### config.mk
export PLATFORM = sky130hd
export DESIGN_NAME = cdc_dnat
export DESIGN_NICKNAME = d
export VERILOG_FILES = /design/src/rtl/core/cdc_pkg.sv /design/src/rtl/core/cdc_dnat.sv
export SDC_FILE = /design/constraint.sdc
export NUM_CORES = 2
export LEC_CHECK = 0
export BUFFER_PORTS_ARGS = -buffer_cell sky130_fd_sc_hd__buf_2
export CELL_PAD_IN_SITES_DETAIL_PLACEMENT = 0
export CELL_PAD_IN_SITES_GLOBAL_PLACEMENT = 1
export CORE_AREA = 3 3 446 448
export DETAILED_ROUTE_END_ITERATION = 10
export DIE_AREA = 0 0 449 451
export GPL_ROUTABILITY_DRIVEN = 0
export GPL_TIMING_DRIVEN = 1
export PLACE_DENSITY = 0.7
export SYNTH_ARGS = -nofsm -noshare
export SYNTH_HDL_FRONTEND = slang
export SYNTH_SLANG_ARGS = --single-unit
### constraint.sdc
create_clock -name clk_i -period 18.7 [get_ports clk_i]
set_input_delay 0.935 -clock clk_i [delete_from_list [all_inputs] [get_ports clk_i]]
set_output_delay 0.935 -clock clk_i [all_outputs]
set_load 0.01 [all_outputs]
### src/rtl/core/cdc_pkg.sv
`timescale 1ns / 1ps
package cdc_pkg;
  localparam int unsigned DnatDepthDefault   = 16;
  localparam int unsigned BypassDepthDefault = 16;
  localparam logic [7:0]  DnsOctetReset      = 8'd224;
  localparam logic [15:0] MappedTag          = 16'hFFFF;

  typedef enum logic [1:0] {
    KIND_CLASSIFY = 2'd0,
    KIND_DNAT_WR  = 2'd1,
    KIND_BYP_WR   = 2'd2,
    KIND_UNUSED   = 2'd3
  } kind_e;

  typedef enum logic [1:0] {
    VERDICT_PROXY  = 2'd0,
    VERDICT_DIRECT = 2'd1,
    VERDICT_REFUSE = 2'd2,
    VERDICT_WRITE  = 2'd3
  } verdict_e;

  typedef enum logic [1:0] {
    CFG_DNAT_USED   = 2'd0,
    CFG_BYPASS_USED = 2'd1,
    CFG_DNS_OCTET   = 2'd2
  } cfg_idx_e;

  typedef struct packed {
    logic [1:0]  kind;
    logic [3:0]  entry_index;
    logic        is_v6;
    logic [63:0] addr_high;
    logic [63:0] addr_low;
    logic [15:0] port_num;
    logic [31:0] rewrite_addr;
    logic [15:0] rewrite_port;
    logic [7:0]  prefix_len;
    logic [31:0] v4_mask;
  } in_t;

  typedef struct packed {
    logic [1:0]  verdict;
    logic        out_is_v6;
    logic [63:0] out_addr_high;
    logic [63:0] out_addr_low;
    logic [15:0] out_port;
    logic        dnat_hit;
    logic        dns_pseudo;
  } out_t;

  // Normalized classify item after the first stage.
  typedef struct packed {
    logic        is_write;
    logic        refused;
    logic        dns;
    logic        v6;
    logic [63:0] hi;
    logic [63:0] lo;
    logic [15:0] port;
  } norm_t;

  // Mask of the top p bits of a 128-bit address, p clamped to 128.
  function automatic logic [127:0] prefix_mask(input logic [7:0] p);
    logic [7:0] pc;
    pc = (p > 8'd128) ? 8'd128 : p;
    if (pc == 8'd0) return '0;
    return ~(128'h0) << (8'd128 - pc);
  endfunction
endpackage

### src/rtl/core/cdc_dnat.sv
`timescale 1ns / 1ps
// Stage 2: parallel DNAT compare, priority pick, rewrite.
module cdc_dnat import cdc_pkg::*; #(
  parameter int unsigned DnatDepth = DnatDepthDefault
) (
  input  logic        clk_i,
  input  logic        en_i,
  input  logic        wr_i,
  input  logic [3:0]  wr_idx_i,
  input  logic [47:0] wr_match_i,
  input  logic [47:0] wr_rew_i,
  input  logic [4:0]  used_i,
  input  norm_t       n_i,
  output norm_t       n_o,
  output logic [63:0] orig_lo_o,
  output logic [15:0] first_port_o,
  output logic        hit_o
);
  localparam int unsigned IdxW = (DnatDepth > 1) ? $clog2(DnatDepth) : 1;

  logic [47:0] match_q [DnatDepth];
  logic [47:0] rew_q   [DnatDepth];
  logic [IdxW-1:0] widx;
  logic        hit_d;
  logic [47:0] rsel;
  norm_t       n_d;

  assign widx = IdxW'(wr_idx_i);

  always_ff @(posedge clk_i) begin
    if (wr_i && ({28'd0, wr_idx_i} < DnatDepth)) begin
      match_q[widx] <= wr_match_i;
      rew_q[widx]   <= wr_rew_i;
    end
  end

  always_comb begin
    logic exact_f, wild_f;
    logic [47:0] ex_r, wi_r;
    exact_f = 1'b0;
    wild_f  = 1'b0;
    ex_r    = '0;
    wi_r    = '0;
    for (int i = int'(DnatDepth) - 1; i >= 0; i--) begin
      if (i < int'(used_i) && match_q[i][47:16] == n_i.lo[31:0]) begin
        if (match_q[i][15:0] != 16'd0 && match_q[i][15:0] == n_i.port) begin
          exact_f = 1'b1;
          ex_r    = rew_q[i];
        end
        if (match_q[i][15:0] == 16'd0) begin
          wild_f = 1'b1;
          wi_r   = rew_q[i];
        end
      end
    end
    hit_d = !n_i.v6 && !n_i.dns && !n_i.refused && !n_i.is_write && (exact_f || wild_f);
    rsel  = exact_f ? ex_r : wi_r;
    n_d   = n_i;
    if (hit_d) begin
      n_d.lo = {32'd0, rsel[47:16]};
      if (rsel[15:0] != 16'd0) n_d.port = rsel[15:0];
    end
  end

  always_ff @(posedge clk_i) begin
    if (en_i) begin
      n_o          <= n_d;
      orig_lo_o    <= n_i.lo;
      first_port_o <= n_i.port;
      hit_o        <= hit_d;
    end
  end
endmodule

Word level (Yosys, flattened, before mapping):

Memory sizes are Yosys's and may differ from the RTL's.
Index checks and enable logic that the tools add are counted.

* register bits after elaboration: 229
* RAM bits: 1536
* memories: 2
* input bits: 256
* logic and storage cells: 268
* ROM bits: 0
* latch bits: 0
* output and inout port bits: 229

Memories
* match_q: words 16, bits a word 48, read ports 16, clocked after Yosys merged registers in 0, wr ports 1, RTL line cdc_dnat.sv:21 `logic [47:0] match_q [DnatDepth];`
* rew_q: words 16, bits a word 48, read ports 16, clocked after Yosys merged registers in 0, wr ports 1, RTL line cdc_dnat.sv:22 `logic [47:0] rew_q [DnatDepth];`

* add/sub/neg operators: 0
* multiplexer cells: 133
* multipliers: 0
* div/mod/pow operators: 0
* reduce and logical (&&, ||, !) cells: 74
* order comparisons: 16
* equal/unequal tests: 32
* shift-type cells: 0
* bitwise operators: 0

Operators with widths (count)
* $mux 48: 66
* $eq 32x32->1: 16
* $reduce_bool 16->1: 17
* $eq 16x16->1: 16
* $logic_not 16->1: 16
* $mux 1: 66
* $lt 4x5->1 const A: 8
* $logic_and 1x1->1: 36
* $lt 3x5->1 const A: 4
* $mux 16: 1
* $lt 1x5->1 const A: 2
* $lt 2x5->1 const A: 2
* $logic_not 1->1: 4
* $logic_or 1x1->1: 1

Logic depth before layout (Yosys ltp):

An unclocked memory read counts as a cell.

* depth in word-level cells: 39
* depth in mapped cells: 20

Worst setup path after synthesis:

No wires, ideal clock.

* path kind: input-to-reg
* start: in wr_idx_i[3]
* end: mem match_q[0][0], enable pin
* library setup time: 0.670 ns
* data arrival time: 7.944 ns
* stages: 2
* path buffers: 0
* data required time: 18.030 ns
* slack: 10.087 ns
* cell sequence: or3b_2 -> nor3_1

RTL lines
* from (decl): RTL line cdc_dnat.sv:9 `input logic [3:0] wr_idx_i,`
* to (decl): RTL line cdc_dnat.sv:21

No word-level cell before the write port.

==> results_dict.tcl <==
set metrics [dict create \
    rr_startpoint "match_q[9][5]" \
    internal_power_mw 6.64 \
    ys_types 94 \
    cts_resized 0 \
    p_total_mw 8.62 \
    netlist_area_um2 79800 \
    finClkSkew_ns 0.0641 \
    grt_pass1_wl_um 426000 \
    finalSetupViolCount 0 \
    rsz0062_at_grt "no" \
    htree_levels 4 \
    synth_edf_count 1765 \
    layout_common_cells "edfxtp_1 (1765), buf_2 (483), nor2_1 (436)" \
    finalCriticalPeriod_ns 7.05 \
    fmax_mhz 142 \
    clkSlewWorstSetupHoldPaths_ns 0.06 \
    fp.coreArea_um2 195000 \
    multi_input_area_um2 25100 \
    critPathArrivalTime_ns 7.68 \
    worst_slack_ns 11.65 \
    r2r_end "n_o[31]" \
    status "finished clean" \
    die_w_um 449 \
    power_leakage_nw 29.7 \
    drt_iter0_drc 8965 \
    fillers 17400 \
    vias 58900 \
    dpl.hpwl_um 191000 \
    max_cap_viol_count 0 \
    synth.largest_area_cell "edfxtp_1" \
    rows 162 \
    drc 0 \
    syn_nets 6315 \
    grt_overflow 0 \
    ctsHoldBuffers 0 \
    required_ns 19.33 \
    critPathCapture "n_o[2]" \
    crit_path_start_kind "input pin" \
    placed_cell_area_um2 85400 \
    cts_setup_buffers 0 \
    via_per_inst 6.34 \
    clkPwrFrac 0.426 \
    ios 485 \
    seq_power_share 0.524 \
    netlist.area_leader.share 0.664 \
    period_share 0.377 \
    firstDrtPassIters 10 \
    cp-startpoint "n_i[24]" \
    p_sw_mw 1.98 \
    hold_path.class "input pin to flop" \
    final_area_um2 91400 \
    synth_flop_cell "edfxtp_1" \
    ys_seq_area_frac 0.664 \
    insertion_delay_ns 0.90 \
    use_met1 0.397 \
    netSwitchingFraction 0.230 \
    grt.total_usage 0.293 \
    synthArstFlopShare 0 \
    syn_area_per_cell_um2 13.2 \
    r2r_cells 11 \
    final-seq-area_um2 53000 \
    grt_max_degree 69 \
    path_class "input pin to flop" \
    worst_pin_slew_ns 1.36 \
    hold-path-cell-count 1 \
    report.final.slew_viol_count 0 \
    hold_viol 0 \
    r2r_slack_ns 11.73 \
    cp_max_fo 18 \
    ir_worst_vdd_mv 0.0902 \
    grt_antenna_before_repair 27 \
    fin_nets 6770 \
    grt_util_met2 0.450 \
    cts_sinks 1765 \
    clock-root-buffer "clkbuf_16" \
    clk_path_buf_depth 3 \
    cts_buffers 191 \
    grt_pass1_vias 55800 \
    comb_power_share 0.050 \
    ant_nets 0 \
    cts_tree "done" \
    maxSlewHeadroom 0.0818 \
    gr-max-usage-layer "met2" \
    avgRoutedWirePerCell_um 33.0 \
    die_y_um 451 \
    synth_seq_cells 1765 \
    wl_um 306000 \
    power_density_nw_per_um2 94.3 \
    syn_inst 6059 \
    synth_warnings 0 \
    drive_above_1_share 0.155 \
    area_growth_pct 14.6 \
    fin_setup_tns_ns 0 \
    dieArea_um2 202000 \
    place_ws_ns 10.91 \
    ys_top_cells_by_area "edfxtp_1 (66%), xnor2_1 (4.4%), xor2_1 (3.8%)" \
    gr-usage-met3 0.0688 \
    final_common_cell "edfxtp_1" \
    start_util 0.409 \
    place.port_buffers 484 \
    crit_path_end_kind "flop" \
]
## layer usage
layer | up-vias | wire (um)
li1 | 24400 | -
met1 | 29400 | 118000
met2 | 4361 | 137000
met3 | 759 | 37100
met4 | 6 | 14500
met5 | - | 46
## how the worst min path moves through the flow
stage / end / startpoint / slack [ns]
2_1_floorplan: n_o[11] / rew_q[0][11] / 0.63
3_3_place_gp: n_o[12] / rew_q[0][12] / 0.73
3_5_place_dp: n_o[12] / rew_q[0][12] / 0.73
4_1_cts: n_o[105] / n_i[105] / 0.18
5_1_grt: n_o[133] / n_i[133] / 0.19
6_report: n_o[105] / n_i[105] / 0.23
## state kept, by name, summed over array words and instances, names as in the netlist
register      flops
n_o             148
rew_q           768
hit_o             1
match_q         768
orig_lo_o        64
first_port_o     16
## synth_stat cells, drive strengths merged, types with 10 or more instances
cell type	n
xnor2	400
nor2b	13
inv	61
o2111ai	25
and4	20
o22ai	61
and2	57
o211ai	48
nand2b	31
o221ai	73
or4	21
a211oi	69
or3	36
nand4	139
a22oi	45
nand2	379
a221oi	94
a41oi	16
nor4	191
a211o	36
xor2	347
a21oi	183
a221o	10
buf	146
and3	21
clkbuf	253
nor3	153
a2111oi	60
o31ai	13
nor2	458
nand3	265
edfxtp	1765
mux2i	25
a31oi	19
or2	14
a311o	17
o311ai	30
o2111a	10
a21o	34
o21bai	11
a311oi	46
o21ai	243
## critical path, stage by stage
cell and delay [ns]:
buf_2 0.61, xor2_1 0.14, nor4_1 0.80, nand3_1 0.22, nor4_2 0.71, and2_1 0.92
a221oi_1 0.18, a2111o_1 0.50, a311oi_1 0.37, o211ai_1 0.18, a311oi_1 0.58, nor4bb_1 0.19
a31oi_2 0.88, mux2_2 0.42
## power by group through the flow
stage	Sequential (mW)	Combinational (mW)	Clock [mW]
floorplan	4.62	0.162	0
global placement	4.60	0.425	0
detailed placement	4.60	0.428	0
CTS	4.52	0.430	3.72
global route	4.53	0.451	3.88
finish	4.52	0.430	3.67
## cells by family after synthesis
logic type,after synthesis,share of synthesized area
and+or+nand+nor,1831,0.114
DFF,1765,0.664
AOI/OAI and AO/OA,1221,0.110
xor gates and xnor gates,747,0.0820
buffers and inverters,461,0.0253
muxes,34,0.00459
## through the flow
step                      std cells   util  hold WS, ns
after global routing           9290  0.469        0.194
after CTS                      9287  0.469        0.179
after floorplan                6059      -        0.628
after detailed placement       8945  0.438        0.732
after global placement         8945  0.438        0.731
final                          9295  0.469        0.231
## final cells by class
| cell class | count | area share |
|---|---|---|
| Multi-Input combinational cell | 3833 | 0.275 |
| Tap cell | 2624 | 0.0359 |
| Clock buffer | 230 | 0.0541 |
| Clock inverter | 112 | 0.0116 |
| Timing Repair Buffer | 661 | 0.0411 |
| Inverter | 62 | 0.00254 |
| Antenna cell | 8 | 0.000219 |
| Sequential cell | 1765 | 0.580 |
No activity file was read; power rests on OpenSTA's default activity.
